## src/hw/rtl/tfe_pkg.sv

```systemverilog
// ----------------------------------------------------------------------------
// Tunnel frame encoder package
// Shared constants, codes and the queue entry that links front and back.
// ----------------------------------------------------------------------------
package tfe_pkg;

   // protocol_mode codes (bit 1 set means raw pass-through)
   localparam logic [1:0] MODE_WS   = 2'd0;
   localparam logic [1:0] MODE_GRPC = 2'd1;

   localparam int WS_META_LEN   = 22;
   localparam int GRPC_META_LEN = 11;

   localparam logic [7:0] WS_FIRST_BYTE = 8'h82;
   localparam logic       WS_MASK_BIT   = 1'b1;
   localparam logic [6:0] LEN16_CODE    = 7'd126;
   localparam logic [6:0] LEN64_CODE    = 7'd127;
   localparam logic [32:0] SHORT_LIMIT  = 33'd126;
   localparam logic [32:0] MID_LIMIT    = 33'd65536;

   // header sizes in bytes for each layout
   localparam int HDR_MAX_BYTES = 36;
   localparam int HDR_BITS      = 8 * HDR_MAX_BYTES;
   localparam int CNT_W         = $clog2(HDR_MAX_BYTES + 1);
   localparam logic [CNT_W-1:0] HDR_LEN_SHORT = CNT_W'(28);
   localparam logic [CNT_W-1:0] HDR_LEN_MID   = CNT_W'(30);
   localparam logic [CNT_W-1:0] HDR_LEN_LONG  = CNT_W'(36);
   localparam logic [CNT_W-1:0] HDR_LEN_GRPC  = CNT_W'(16);

   typedef enum logic [1:0] {
      LEN_SHORT,
      LEN_MID,
      LEN_LONG
   } len_form_type;

   // one queued job: a whole header or one finished payload byte
   typedef struct packed {
      logic         hdr;
      logic         ws;
      len_form_type form;
      logic [32:0]  total;
      logic [31:0]  key;
      logic [31:0]  id;
      logic [31:0]  stream;
      logic [7:0]   kind;
      logic [15:0]  flags;
      logic [7:0]   data;
      logic         last;
   } queue_entry_type;

endpackage

```

## src/hw/rtl/tunnel_frame_encoder.sv

```systemverilog
// ----------------------------------------------------------------------------
// Tunnel frame encoder
// Frames tunnel packets as masked WebSocket binary frames or gRPC messages.
//
// Request channel (req_*): a descriptor (action 0) starts a frame; payload
// bytes (action 1) follow. Response channel (rsp_*): one encoded byte per
// transfer, rsp_frame_end set on the last byte of a frame. csr_write_enable
// loads protocol_mode from csr_write_data; write it only while idle.
// A descriptor expands to 16 header bytes in gRPC mode and 28, 30 or 36 in
// WebSocket mode, one per cycle from the header shift register in the back
// end; payload bytes stream at one per cycle; both while rsp_ready is high.
// A request passes through the job queue, then the response register. The
// job queue (QUEUE_DEPTH entries) lets payload requests keep arriving while
// a header drains, so a descriptor holds the request side only once the
// queue fills. When the receiver stalls the response register holds, the
// queue fills and req_ready drops. Reset clears mode to WebSocket, the mask
// state, the open-frame flag, the queue and the response register.
// ----------------------------------------------------------------------------
module tunnel_frame_encoder #(
   parameter int QUEUE_DEPTH = 4
) (
   input  logic        clock,
   input  logic        reset,
   input  logic        csr_write_enable,
   input  logic [1:0]  csr_write_data,
   input  logic        req_valid,
   output logic        req_ready,
   input  logic        req_action,
   input  logic [31:0] req_payload_length,
   input  logic [31:0] req_mask_value,
   input  logic [31:0] req_packet_id,
   input  logic [31:0] req_stream_number,
   input  logic [7:0]  req_packet_kind,
   input  logic [15:0] req_packet_flag_bits,
   input  logic [7:0]  req_data_byte,
   input  logic        req_final_byte,
   output logic        rsp_valid,
   input  logic        rsp_ready,
   output logic [7:0]  rsp_out_byte,
   output logic        rsp_frame_end
);
   import tfe_pkg::*;

   logic [1:0]      protocol_mode_ff, protocol_mode_in;
   logic            queue_full;
   logic            push;
   logic            pop;
   logic            not_empty;
   queue_entry_type push_entry;
   queue_entry_type head_entry;

   assign protocol_mode_in = csr_write_enable ? csr_write_data : protocol_mode_ff;

   always_ff @(posedge clock) begin
      if (reset) begin
         protocol_mode_ff <= MODE_WS;
      end else begin
         protocol_mode_ff <= protocol_mode_in;
      end
   end

   tfe_front u_front (
      .clock                (clock),
      .reset                (reset),
      .protocol_mode        (protocol_mode_ff),
      .req_valid            (req_valid),
      .req_ready            (req_ready),
      .req_action           (req_action),
      .req_payload_length   (req_payload_length),
      .req_mask_value       (req_mask_value),
      .req_packet_id        (req_packet_id),
      .req_stream_number    (req_stream_number),
      .req_packet_kind      (req_packet_kind),
      .req_packet_flag_bits (req_packet_flag_bits),
      .req_data_byte        (req_data_byte),
      .req_final_byte       (req_final_byte),
      .queue_full           (queue_full),
      .push                 (push),
      .push_entry           (push_entry)
   );

   tfe_fifo #(
      .DEPTH (QUEUE_DEPTH)
   ) u_fifo (
      .clock      (clock),
      .reset      (reset),
      .push       (push),
      .push_entry (push_entry),
      .full       (queue_full),
      .pop        (pop),
      .head_entry (head_entry),
      .not_empty  (not_empty)
   );

   tfe_back u_back (
      .clock         (clock),
      .reset         (reset),
      .not_empty     (not_empty),
      .head_entry    (head_entry),
      .pop           (pop),
      .rsp_valid     (rsp_valid),
      .rsp_ready     (rsp_ready),
      .rsp_out_byte  (rsp_out_byte),
      .rsp_frame_end (rsp_frame_end)
   );

endmodule

```

## src/hw/rtl/tfe_front.sv

```systemverilog
// ----------------------------------------------------------------------------
// Tunnel frame encoder front end
// Accepts request items, tracks frame and mask state, queues jobs.
// ----------------------------------------------------------------------------
module tfe_front (
   input  logic                    clock,
   input  logic                    reset,
   input  logic [1:0]              protocol_mode,
   input  logic                    req_valid,
   output logic                    req_ready,
   input  logic                    req_action,
   input  logic [31:0]             req_payload_length,
   input  logic [31:0]             req_mask_value,
   input  logic [31:0]             req_packet_id,
   input  logic [31:0]             req_stream_number,
   input  logic [7:0]              req_packet_kind,
   input  logic [15:0]             req_packet_flag_bits,
   input  logic [7:0]              req_data_byte,
   input  logic                    req_final_byte,
   input  logic                    queue_full,
   output logic                    push,
   output tfe_pkg::queue_entry_type push_entry
);
   import tfe_pkg::*;

   logic [31:0] held_mask_ff, held_mask_in;
   logic [1:0]  mask_phase_ff, mask_phase_in;
   logic        frame_open_ff, frame_open_in;
   logic        accept;
   logic        pass_mode;
   logic        ws_mode;
   logic [32:0] total;
   logic [7:0]  key_sel;

   assign req_ready = !queue_full;
   assign accept    = req_valid && req_ready;
   assign pass_mode = protocol_mode[1];
   assign ws_mode   = (protocol_mode == MODE_WS);
   assign total     = {1'b0, req_payload_length} +
                      (ws_mode ? 33'(WS_META_LEN) : 33'(GRPC_META_LEN));
   assign key_sel   = held_mask_ff[{~mask_phase_ff, 3'b000} +: 8];

   always_comb begin
      held_mask_in  = held_mask_ff;
      mask_phase_in = mask_phase_ff;
      frame_open_in = frame_open_ff;
      push          = 1'b0;
      push_entry.hdr    = 1'b0;
      push_entry.ws     = ws_mode;
      push_entry.total  = total;
      push_entry.key    = req_mask_value;
      push_entry.id     = req_packet_id;
      push_entry.stream = req_stream_number;
      push_entry.kind   = req_packet_kind;
      push_entry.flags  = req_packet_flag_bits;
      push_entry.data   = req_data_byte;
      push_entry.last   = req_final_byte;
      if (total < SHORT_LIMIT) begin
         push_entry.form = LEN_SHORT;
      end else if (total < MID_LIMIT) begin
         push_entry.form = LEN_MID;
      end else begin
         push_entry.form = LEN_LONG;
      end
      if (accept) begin
         if (req_action) begin
            if (pass_mode) begin
               push = 1'b1;
            end else if (frame_open_ff) begin
               push = 1'b1;
               if (ws_mode) begin
                  push_entry.data = req_data_byte ^ key_sel;
                  mask_phase_in   = mask_phase_ff + 2'd1;
               end
               if (req_final_byte) begin
                  frame_open_in = 1'b0;
               end
            end
         end else begin
            if (pass_mode) begin
               frame_open_in = 1'b0;
            end else begin
               push            = 1'b1;
               push_entry.hdr  = 1'b1;
               push_entry.last = (req_payload_length == 32'd0);
               frame_open_in   = (req_payload_length != 32'd0);
               if (ws_mode) begin
                  held_mask_in  = req_mask_value;
                  mask_phase_in = 2'(WS_META_LEN);
               end
            end
         end
      end
   end

   always_ff @(posedge clock) begin
      if (reset) begin
         held_mask_ff  <= '0;
         mask_phase_ff <= '0;
         frame_open_ff <= 1'b0;
      end else begin
         held_mask_ff  <= held_mask_in;
         mask_phase_ff <= mask_phase_in;
         frame_open_ff <= frame_open_in;
      end
   end

endmodule

```

## src/hw/rtl/tfe_fifo.sv

```systemverilog
// ----------------------------------------------------------------------------
// Tunnel frame encoder job queue
// Small register queue between the front and back ends.
// ----------------------------------------------------------------------------
module tfe_fifo #(
   parameter int DEPTH = 4
) (
   input  logic                     clock,
   input  logic                     reset,
   input  logic                     push,
   input  tfe_pkg::queue_entry_type push_entry,
   output logic                     full,
   input  logic                     pop,
   output tfe_pkg::queue_entry_type head_entry,
   output logic                     not_empty
);
   import tfe_pkg::*;

   localparam int PTR_W = $clog2(DEPTH);
   localparam int QCNT_W = $clog2(DEPTH + 1);

   queue_entry_type   slots_ff [DEPTH];
   logic [PTR_W-1:0]  wr_ptr_ff, wr_ptr_in;
   logic [PTR_W-1:0]  rd_ptr_ff, rd_ptr_in;
   logic [QCNT_W-1:0] count_ff, count_in;

   assign full       = (count_ff == QCNT_W'(DEPTH));
   assign not_empty  = (count_ff != '0);
   assign head_entry = slots_ff[rd_ptr_ff];

   always_comb begin
      wr_ptr_in = wr_ptr_ff;
      rd_ptr_in = rd_ptr_ff;
      count_in  = count_ff;
      if (push) begin
         wr_ptr_in = (wr_ptr_ff == PTR_W'(DEPTH - 1)) ? '0 : wr_ptr_ff + 1'b1;
      end
      if (pop) begin
         rd_ptr_in = (rd_ptr_ff == PTR_W'(DEPTH - 1)) ? '0 : rd_ptr_ff + 1'b1;
      end
      if (push && !pop) begin
         count_in = count_ff + 1'b1;
      end else if (pop && !push) begin
         count_in = count_ff - 1'b1;
      end
   end

   always_ff @(posedge clock) begin
      if (reset) begin
         wr_ptr_ff <= '0;
         rd_ptr_ff <= '0;
         count_ff  <= '0;
      end else begin
         wr_ptr_ff <= wr_ptr_in;
         rd_ptr_ff <= rd_ptr_in;
         count_ff  <= count_in;
      end
   end

   always_ff @(posedge clock) begin
      if (push) begin
         slots_ff[wr_ptr_ff] <= push_entry;
      end
   end

   a_no_overflow: assert property (@(posedge clock) disable iff (reset)
      !(push && full))
      else $error("queue written while full");

   a_no_underflow: assert property (@(posedge clock) disable iff (reset)
      !(pop && !not_empty))
      else $error("queue read while empty");

   a_count_bound: assert property (@(posedge clock) disable iff (reset)
      (push && !pop) |=> (count_ff == $past(count_ff) + 1'b1))
      else $error("queue count did not advance on write");

endmodule

```

## src/hw/rtl/tfe_back.sv

```systemverilog
// ----------------------------------------------------------------------------
// Tunnel frame encoder back end
// Expands queued header jobs into bytes and drives the response register.
// ----------------------------------------------------------------------------
module tfe_back (
   input  logic                     clock,
   input  logic                     reset,
   input  logic                     not_empty,
   input  tfe_pkg::queue_entry_type head_entry,
   output logic                     pop,
   output logic                     rsp_valid,
   input  logic                     rsp_ready,
   output logic [7:0]               rsp_out_byte,
   output logic                     rsp_frame_end
);
   import tfe_pkg::*;

   logic                    rsp_valid_ff, rsp_valid_in;
   logic [7:0]              rsp_out_byte_ff, rsp_out_byte_in;
   logic                    rsp_frame_end_ff, rsp_frame_end_in;
   logic [HDR_BITS-9:0]     shift_ff, shift_in;
   logic [CNT_W-1:0]        remain_ff, remain_in;
   logic                    last_end_ff, last_end_in;
   logic                    advance;
   logic [HDR_BITS-1:0]     hdr_vec;
   logic [CNT_W-1:0]        hdr_len;
   logic [87:0]             meta;
   logic [175:0]            ws_meta;
   logic [207:0]            ws_tail;

   assign advance = !rsp_valid_ff || rsp_ready;
   assign pop     = advance && (remain_ff == '0) && not_empty;

   // build the whole header, first byte in the top bits
   always_comb begin
      meta    = {head_entry.id, head_entry.stream, head_entry.kind, head_entry.flags};
      ws_meta = {meta, 88'h0} ^ {{5{head_entry.key}}, head_entry.key[31:16]};
      ws_tail = {head_entry.key, ws_meta};
      if (head_entry.ws) begin
         unique case (head_entry.form)
            LEN_SHORT: begin
               hdr_vec = {WS_FIRST_BYTE, WS_MASK_BIT, head_entry.total[6:0], ws_tail,
                          64'h0};
               hdr_len = HDR_LEN_SHORT;
            end
            LEN_MID: begin
               hdr_vec = {WS_FIRST_BYTE, WS_MASK_BIT, LEN16_CODE,
                          head_entry.total[15:0], ws_tail, 48'h0};
               hdr_len = HDR_LEN_MID;
            end
            default: begin
               hdr_vec = {WS_FIRST_BYTE, WS_MASK_BIT, LEN64_CODE, 31'h0,
                          head_entry.total, ws_tail};
               hdr_len = HDR_LEN_LONG;
            end
         endcase
      end else begin
         hdr_vec = {8'h00, head_entry.total[31:0], meta, 160'h0};
         hdr_len = HDR_LEN_GRPC;
      end
   end

   always_comb begin
      rsp_valid_in     = rsp_valid_ff;
      rsp_out_byte_in  = rsp_out_byte_ff;
      rsp_frame_end_in = rsp_frame_end_ff;
      shift_in         = shift_ff;
      remain_in        = remain_ff;
      last_end_in      = last_end_ff;
      if (advance) begin
         if (remain_ff != '0) begin
            // drain the rest of the current header
            rsp_valid_in     = 1'b1;
            rsp_out_byte_in  = shift_ff[HDR_BITS-9 -: 8];
            rsp_frame_end_in = (remain_ff == CNT_W'(1)) && last_end_ff;
            shift_in         = {shift_ff[HDR_BITS-17:0], 8'h00};
            remain_in        = remain_ff - 1'b1;
         end else if (not_empty) begin
            rsp_valid_in = 1'b1;
            if (head_entry.hdr) begin
               rsp_out_byte_in  = hdr_vec[HDR_BITS-1 -: 8];
               rsp_frame_end_in = 1'b0;
               shift_in         = hdr_vec[HDR_BITS-9:0];
               remain_in        = hdr_len - 1'b1;
               last_end_in      = head_entry.last;
            end else begin
               rsp_out_byte_in  = head_entry.data;
               rsp_frame_end_in = head_entry.last;
            end
         end else begin
            rsp_valid_in = 1'b0;
         end
      end
   end

   always_ff @(posedge clock) begin
      if (reset) begin
         rsp_valid_ff <= 1'b0;
         remain_ff    <= '0;
      end else begin
         rsp_valid_ff <= rsp_valid_in;
         remain_ff    <= remain_in;
      end
   end

   always_ff @(posedge clock) begin
      rsp_out_byte_ff  <= rsp_out_byte_in;
      rsp_frame_end_ff <= rsp_frame_end_in;
      shift_ff         <= shift_in;
      last_end_ff      <= last_end_in;
   end

   assign rsp_valid     = rsp_valid_ff;
   assign rsp_out_byte  = rsp_out_byte_ff;
   assign rsp_frame_end = rsp_frame_end_ff;

   a_remain_bound: assert property (@(posedge clock) disable iff (reset)
      remain_ff < CNT_W'(HDR_MAX_BYTES))
      else $error("header byte count out of range");

   a_hdr_loads: assert property (@(posedge clock) disable iff (reset)
      (pop && head_entry.hdr) |=> (remain_ff != '0) && rsp_valid_ff && !rsp_frame_end_ff)
      else $error("header job did not start draining");

   a_no_early_end: assert property (@(posedge clock) disable iff (reset)
      (advance && remain_ff > CNT_W'(1)) |=> !rsp_frame_end_ff)
      else $error("frame end flagged before the last header byte");

endmodule

```

## config.mk

```make
export PLATFORM = sky130hd
export DESIGN_NAME = tunnel_frame_encoder
export DESIGN_NICKNAME = d
export VERILOG_FILES = /design/src/hw/rtl/tfe_pkg.sv /design/src/hw/rtl/tunnel_frame_encoder.sv /design/src/hw/rtl/tfe_front.sv /design/src/hw/rtl/tfe_fifo.sv /design/src/hw/rtl/tfe_back.sv
export SDC_FILE = /design/constraint.sdc
export NUM_CORES = 1
export LEC_CHECK = 0
export BUFFER_PORTS_ARGS = -buffer_cell sky130_fd_sc_hd__buf_2
export CORE_MARGIN = 2
export CORE_UTILIZATION = 40
export CTS_BUF_LIST = sky130_fd_sc_hd__clkbuf_8 sky130_fd_sc_hd__clkbuf_16
export DETAILED_ROUTE_END_ITERATION = 10
export PLACE_DENSITY = 0.56
export SYNTH_ARGS = -nofsm -noshare
export SYNTH_HDL_FRONTEND = slang
export SYNTH_SLANG_ARGS = --single-unit
```

## constraint.sdc

```tcl
create_clock -name clock -period 8.6 [get_ports clock]
set_input_delay 0.86 -clock clock [delete_from_list [all_inputs] [get_ports clock]]
set_output_delay 0.86 -clock clock [all_outputs]
set_load 0.05 [all_outputs]
```

==> reports/metrics.csv, run 1 <==
stage,metric,value,unit
floorplan,Initial Util,40.4,%
clocking,"Reg clk slew, reported paths",0.06,ns
synthesis,Cell variety after synth,68,
worst_hold_path,Worst Hold Class,primary input to flip-flop,
drt,Routed Antenna Nets,0,
synthesis,Synth Area per Inst,14.1,µm²
synthesis,Seq cells post-synth,1007,
power_and_ir_drop,pwr/cell area,368,mW/mm²
clocking,Clock Latency Late Sink,0.69,ns
clocking,CTS tree,yes,
cells_and_area,ANT cells,0,
sta,Setup TNS,0,ns
cells_and_area,Final #Nets,3391,
place,IO buf count,179,
cells_and_area,"commonest non-fill, non-tap cells in the layout","edfxtp_1, nand2_1, a21oi_1",
setup_path,Critical Path AT,5.10,ns
sta,clk_skew,0.0289,ns
sta,"Slew Viols, Final",0,
floorplan,die area,0.113,mm²
sta,Max Freq,0.218,GHz
floorplan,Die Height,336,µm
worst_hold_path,hold path depth,1,
drt,DR pass1 iterations,6,
worst_hold_path,start point of the worst hold path,req_stream_number[11],
grt,largest net degree at the start of global routing,169,
cells_and_area,area delta synth->final,12.8,%
setup_path,critical path type,flip-flop to flip-flop,
clocking,H-tree Lvls,3,
synthesis,compound-cell area share of the yosys netlist,9.97,%
drt,Initial DRC Count,2775,
grt,initial antenna violation count,10,
synthesis,largest family of logic cells by synthesized area,compound AO/OA/AOI/OAI gates,
floorplan,core footprint,0.109,mm²
setup_path,reg2reg path depth,9,
setup_path,Startpoint Class,flip-flop,
drt,routed wire length,122000,µm
cells_and_area,Multi-input gate area,0.0134,mm²
sta,RSZ-0062 raised after global routing,false,
setup_path,Worst Path Required,9.12,ns
drt,DRC,0,
cells_and_area,"most common cell after layout, fill and taps aside",edfxtp_1,
setup_path,reg2reg end,u_back.remain_ff[4],
synthesis,Post-Synth Simple-Gate Area,7.72,%
power_and_ir_drop,leak pwr,16.6,nW
cells_and_area,Final Util,45.5,%
synthesis,Post-Synth Adder-Cell Area,0.329,%
floorplan,die width,336,µm
grt,vias in the first global route,26635,
grt,first-pass GRT wire length,180000,µm
cells_and_area,fill count,9645,
clocking,Clock Path Buffers,3,
sta,Tcrit/Tclk final,53.3,%
clocking,clock root buffer,clkbuf_16,
synthesis,Async SR Flop Fraction,0,%
sta,Worst slew margin,21.9,%
setup_path,worst-path fanout max,168,
clocking,Resized Gates After CTS,0,
cells_and_area,Reg area,0.0297,mm²
grt,aggregate global-route resource usage,21.6,%
synthesis,synthesized area,0.0441,mm²
synthesis,Post-synth EDFFs,954,
floorplan,IO Pins,180,
drt,Routed wire per std cell,25.7,µm
synthesis,Synth Area in XOR/XNOR,2.62,%
setup_path,reg2reg start,u_back.remain_ff[2],
cells_and_area,share of cells above drive strength 1,17.6,%
synthesis,Syn Inst Count,3131,
sta,final hold vios,0,
synthesis,post-synth top area cell,edfxtp_1,
sta,Final Critical Period,4.58,ns
clocking,hold buffers post-CTS,0,
sta,Least-Margin Pin Slew,1.17,ns
clocking,clock sinks,1007,
power_and_ir_drop,"Power, Total",18.3,mW
worst_hold_path,hold endpoint,u_fifo.slots_ff[2][44],
sta,"Setup violations, final",0,
drt,routed vias/inst,5.72,
synthesis,Syn Nets,3311,
clocking,Post-CTS Setup Repair Bufs,0,
synthesis,register area share after synthesis,67.4,%
run_status,status,completed,
place,gp weighted congestion,0.861,
setup_path,endpoint class of the critical path,flip-flop,
job,MaxCap Viol Count,0,
setup_path,register-to-register setup slack,4.02,ns
power_and_ir_drop,VDD IR-drop max,381,µV
place,Final HPWL DP,79500,µm
synthesis,Post-synth top flop,edfxtp_1,
grt,GR Overflow Total,0,
floorplan,# rows,121,
drt,DR vias,27279,
synthesis,Yosys warnings,0,
clocking,CTS Buf Count,103,
synthesis,mux contribution to synthesized area,9.59,%
synthesis,Synth top area share,65.0,%
synthesis,top post-synthesis cells by area,"edfxtp_1, mux4_2, nand2_1, a21oi_1, dfxtp_1",
## area by class of cell
class                      count  area share, %
inverter                      22          0.174
tap                         1476           3.71
clock inverter                79           1.39
clock buffer                 110           5.45
multi-input combinational   1861           27.0
sequential                  1007           59.8
timing repair buffer         216           2.51
## synth_stat cells, drive strengths merged (13+ instances only)
| library cell | instances |
|---|---|
| edfxtp | 954 |
| nand2 | 459 |
| a21oi | 216 |
| nor2 | 212 |
| clkbuf | 181 |
| o21ai | 175 |
| mux4 | 172 |
| xnor2 | 69 |
| xor2 | 63 |
| buf | 60 |
| o211ai | 59 |
| dfxtp | 53 |
| a22o | 43 |
| nand3 | 41 |
| a21o | 39 |
| a211oi | 38 |
| mux2i | 31 |
| inv | 22 |
| a221oi | 21 |
| nor3 | 19 |
| a22oi | 18 |
| nor4 | 18 |
| a31oi | 16 |
| and3 | 16 |
| a221o | 14 |
| o221ai | 13 |
## report_power, final
group / leakage (nW) / internal, mW / switching, mW
registers: 9.37 / 7.09 / 0.339
clock network: 1.71 / 2.55 / 1.92
logic: 5.50 / 1.98 / 4.40
total: 16.6 / 11.6 / 6.65
## layer usage
| layer | GRT usage [%] | vias up | wire [µm] |
|---|---|---|---|
| li1 | - | 12195 | - |
| met1 | 29.4 | 13878 | 52100 |
| met2 | 34.7 | 1017 | 58000 |
| met3 | 3.54 | 189 | 7500 |
| met4 | 8.52 | 0 | 4750 |
| met5 | 0 | - | 0 |
## worst max-delay path: stages (launching register included)
cell and delay, ns:
dfxtp_1 0.35, nor4_1 0.55, and2_4 0.61, a21boi_1 0.42
o21ai_1 0.44, clkinvlp_4 0.88, buf_12 0.60, nand3_1 0.24
mux2i_1 0.19, nor2_1 0.05
## kinds of logic after synthesis
logic type      after synthesis
mux                         207
fa+ha+maj                    11
buf+inv                     263
simple gates                815
compound gates              696
xor+xnor                    132
flops                      1007
## worst max-delay path by stage
stage / startpoint / endpoint / slack (ns) / depth (start not counted)
6_report: u_back.remain_ff[2] / u_back.remain_ff[4] / 4.02 / 9
5_1_grt: u_back.remain_ff[2] / u_back.remain_ff[4] / 3.60 / 9
3_5_place_dp: u_back.remain_ff[2] / u_back.remain_ff[4] / 3.94 / 9
4_1_cts: u_back.remain_ff[2] / u_back.remain_ff[4] / 3.94 / 9
2_1_floorplan: rsp_ready / u_back.shift_ff[0] / 2.13 / 4
3_3_place_gp: u_back.remain_ff[2] / u_back.remain_ff[4] / 4.02 / 9
## registers in the layout, indices dropped and copies added (netlist names), named ones only
register / cells
protocol_mode_ff: 2
u_front.held_mask_ff: 32
u_back.last_end_ff: 1
u_fifo.wr_ptr_ff: 2
u_fifo.slots_ff: 664
u_fifo.rd_ptr_ff: 2
u_fifo.count_ff: 3
u_front.frame_open_ff: 1
u_front.mask_phase_ff: 2
u_back.shift_ff: 280
u_back.remain_ff: 6
u_back.rsp_frame_end: 1
u_back.rsp_valid: 1
u_back.rsp_out_byte: 8
## stage by stage
stage / instances / hold WS (ns) / instance area [µm²] / setup WS, ns
after floorplan: 3131 / 0.433 / 44100 / 2.13
after global placement: 4582 / 0.438 / 46300 / 4.02
after detailed placement: 4582 / 0.443 / 46300 / 3.94
after CTS: 4771 / 0.356 / 49700 / 3.94
after global routing: 4771 / 0.382 / 49700 / 3.60
final: 4771 / 0.402 / 49700 / 4.02
(Power assumes the default switching activity.)
==> inputs of run 2 (changes only) <==
clock period = 3.8 ns   (was 8.6 ns; I/O delays follow)
==> reports/metrics.csv, run 2 (synthesis gave the netlist of run 1 again) <==
stage,metric,value,unit,change
place,post-placement cell count,4646,,was 4582
cells_and_area,"Design Area, Final",0.0518,mm²,was 0.0497 mm²
clocking,CTS Buf Count,104,,was 103
cells_and_area,"commonest non-fill, non-tap cells in the layout","edfxtp_1, nand2_1, a21oi_1",,unchanged
floorplan,core footprint,0.109,mm²,unchanged
drt,Initial DRC Count,2978,,was 2775
floorplan,# rows,121,,unchanged
drt,routed wire length,124000,µm,was 122000 µm
power_and_ir_drop,"Power, Total",42.2,mW,was 18.3 mW
grt,initial antenna violation count,1,,was 10
place,gp weighted congestion,0.865,,was 0.861
grt,GR Overflow Total,0,,unchanged
power_and_ir_drop,leak pwr,17.6,nW,was 16.6 nW
sta,"Slew Viols, Final",0,,unchanged
power_and_ir_drop,pwr/cell area,814,mW/mm²,was 368 mW/mm²
cells_and_area,Biggest register,u_fifo.slots_ff,,unchanged
sta,final hold vios,0,,unchanged
place,Final HPWL DP,82600,µm,was 79500 µm
drt,routed vias/inst,5.63,,was 5.72
power_and_ir_drop,Sw Ratio,36.3,%,was 36.4%
clocking,H-tree Lvls,3,,unchanged
floorplan,IO Pins,180,,unchanged
setup_path,endpoint class of the critical path,flip-flop,,unchanged
setup_path,Critical Path AT,4.00,ns,was 5.10 ns
cells_and_area,"most common cell after layout, fill and taps aside",edfxtp_1,,unchanged
clocking,CTS tree,yes,,unchanged
drt,DR pass1 iterations,6,,unchanged
place,placed cell area,0.0471,mm²,was 0.0463 mm²
cells_and_area,ANT cells,0,,unchanged
drt,DRC,0,,unchanged
power_and_ir_drop,Pint,26.9,mW,was 11.6 mW
place,IO buf count,179,,unchanged
setup_path,Worst Path Required,4.21,ns,was 9.12 ns
setup_path,Startpoint Class,flip-flop,,unchanged
sta,clk_skew,0.0366,ns,was 0.0289 ns
cells_and_area,final std cells w/o fill,4964,,was 4771
grt,largest net degree at the start of global routing,146,,was 169
grt,aggregate global-route resource usage,21.9,%,was 21.6%
cells_and_area,share of cells above drive strength 1,18.2,%,was 17.6%
setup_path,max incr delay on CP,0.63,ns,was 0.88 ns
sta,Worst slew margin,28.0,%,was 21.9%
sta,RSZ-0062 raised after global routing,false,,unchanged
cells_and_area,biggest regs,"u_fifo.slots_ff (664), u_back.shift_ff (280), u_front.held_mask_ff (32)",,unchanged
sta,Max Freq,0.279,GHz,was 0.218 GHz
cells_and_area,area delta synth->final,17.6,%,was 12.8%
floorplan,die width,336,µm,unchanged
floorplan,die area,0.113,mm²,unchanged
job,MaxCap Viol Count,0,,unchanged
clocking,Clock Latency Late Sink,0.71,ns,was 0.69 ns
sta,"Setup violations, final",0,,unchanged
sta,Tcrit/Tclk final,94.3,%,was 53.3%
clocking,clock sinks,1007,,unchanged
sta,Least-Margin Pin Slew,1.08,ns,was 1.17 ns
cells_and_area,max reg flops,664,,unchanged
power_and_ir_drop,sequential share of power,39.4,%,was 40.6%
floorplan,Initial Util,40.4,%,unchanged
cells_and_area,Final #Nets,3581,,was 3391
setup_path,worst path cell trace,or2_1 -> ha_1 -> nand4b_1 -> and3_4 -> or4_4 -> nor3_1 -> xor2_1 -> or4_1 -> or3b_1,,was nor4_1 -> and2_4 -> a21boi_1 -> o21ai_1 -> clkinvlp_4 -> buf_12 -> nand3_1 -> mux2i_1 -> nor2_1
power_and_ir_drop,share of power burned in the clock network,24.5,%,about the same
power_and_ir_drop,Logic pwr share,36.1,%,was 34.9%
clocking,clock root buffer,clkbuf_16,,unchanged
cells_and_area,fill count,9561,,was 9645
power_and_ir_drop,VDD IR-drop max,779,µV,was 381 µV
setup_path,worst-path fanout max,5,,was 168
sta,Final Critical Period,3.58,ns,was 4.58 ns
clocking,Clock Path Buffers,3,,unchanged
sta,Setup TNS,0,ns,unchanged
drt,Routed wire per std cell,25.0,µm,was 25.7 µm
drt,Routed Antenna Nets,0,,unchanged
setup_path,reg2reg path depth,9,,unchanged
run_status,status,completed,,unchanged
cells_and_area,Final Util,47.5,%,was 45.5%
drt,DR vias,27931,,was 27279
worst_hold_path,Worst Hold Class,primary input to flip-flop,,unchanged
floorplan,Die Height,336,µm,unchanged
setup_path,critical path type,flip-flop to flip-flop,,unchanged
clocking,"Reg clk slew, reported paths",0.06,ns,about the same
worst_hold_path,hold path depth,3,,was 1
setup_path,Worst path slowest cell,or4_1,,was clkinvlp_4
grt,first-pass GRT wire length,183000,µm,was 180000 µm
power_and_ir_drop,Net Sw Power,15.3,mW,was 6.65 mW
grt,vias in the first global route,27203,,was 26635
==> run 2: cell types whose count changed in the layout (fill, tap and decap cells not counted), sizes merged <==
cell and change:
clkinvlp -5, inv +7, clkbuf -2, bufinv +3, dlygate4sd3 +125, buf +64
clkinv +1
==> run 2: power groups by stage <==
stage | clock [mW] | sequential [mW] | combinational, mW
global placement | 0 | 16.8 | 15.0
finish | 10.3 | 16.6 | 15.2
detailed placement | 0 | 16.8 | 15.1
global route | 10.9 | 16.8 | 16.5
CTS | 10.5 | 16.6 | 15.2
floorplan | 0 | 16.6 | 9.34
==> run 2: timing repair <==
item                                    CTS  global route
hold buffers                            125             0
hold endpoints to repair                514             0
resized for setup                         0             1
buffers inserted                          0             0
endpoints found under the setup margin    0             4
==> run 2: per-layer routing <==
layer	track usage, %	vias to the layer above	routed length [µm]
met5	0	-	0
met4	7.59	0	3930
met3	3.17	175	7110
met2	35.2	975	59200
met1	30.5	14199	53700
li1	-	12582	-
==> run 2: path summary, 6_finish.rpt <==
| kind | startpoint | endpoint | slack (ns) |
|---|---|---|---|
| max | protocol_mode_ff[0] | u_fifo.slots_ff[3][163] | 0.22 |
| min | req_action | u_front.mask_phase_ff[0] | 0.06 |
| max reg2reg | protocol_mode_ff[0] | u_fifo.slots_ff[3][163] | 0.22 |
| min reg2reg | u_front.held_mask_ff[13] | u_front.held_mask_ff[13] | 0.45 |
==> run 2: layout make-up <==
cell class | instances | area (µm²) | share of cell area (%)
clock buffer | 108 | 2670 | 5.15
tap | 1476 | 1850 | 3.56
multi-input combinational | 1861 | 13400 | 25.9
inverter | 22 | 86.3 | 0.167
clock inverter | 85 | 795 | 1.53
sequential | 1007 | 29700 | 57.3
timing repair buffer | 405 | 3290 | 6.35
==> run 2: through the flow <==
| step | hold slack [ns] | setup WS, ns |
|---|---|---|
| 5_1_grt | 0.0755 | 0.0813 |
| 2_1_floorplan | 0.433 | -2.20 |
| 6_report | 0.0612 | 0.217 |
| 4_1_cts | 0.0129 | 0.113 |
| 3_5_place_dp | 0.443 | 0.139 |
| 3_3_place_gp | 0.440 | 0.199 |
==> run 2: worst max-delay path: cells and delay by family (launching register included) <==
kind	cells	cell delay, ns
XOR/XNOR	1	0.19
adder cells (fa/ha/maj)	1	0.32
flip-flops	1	0.33
AND/OR/NAND/NOR	7	2.49
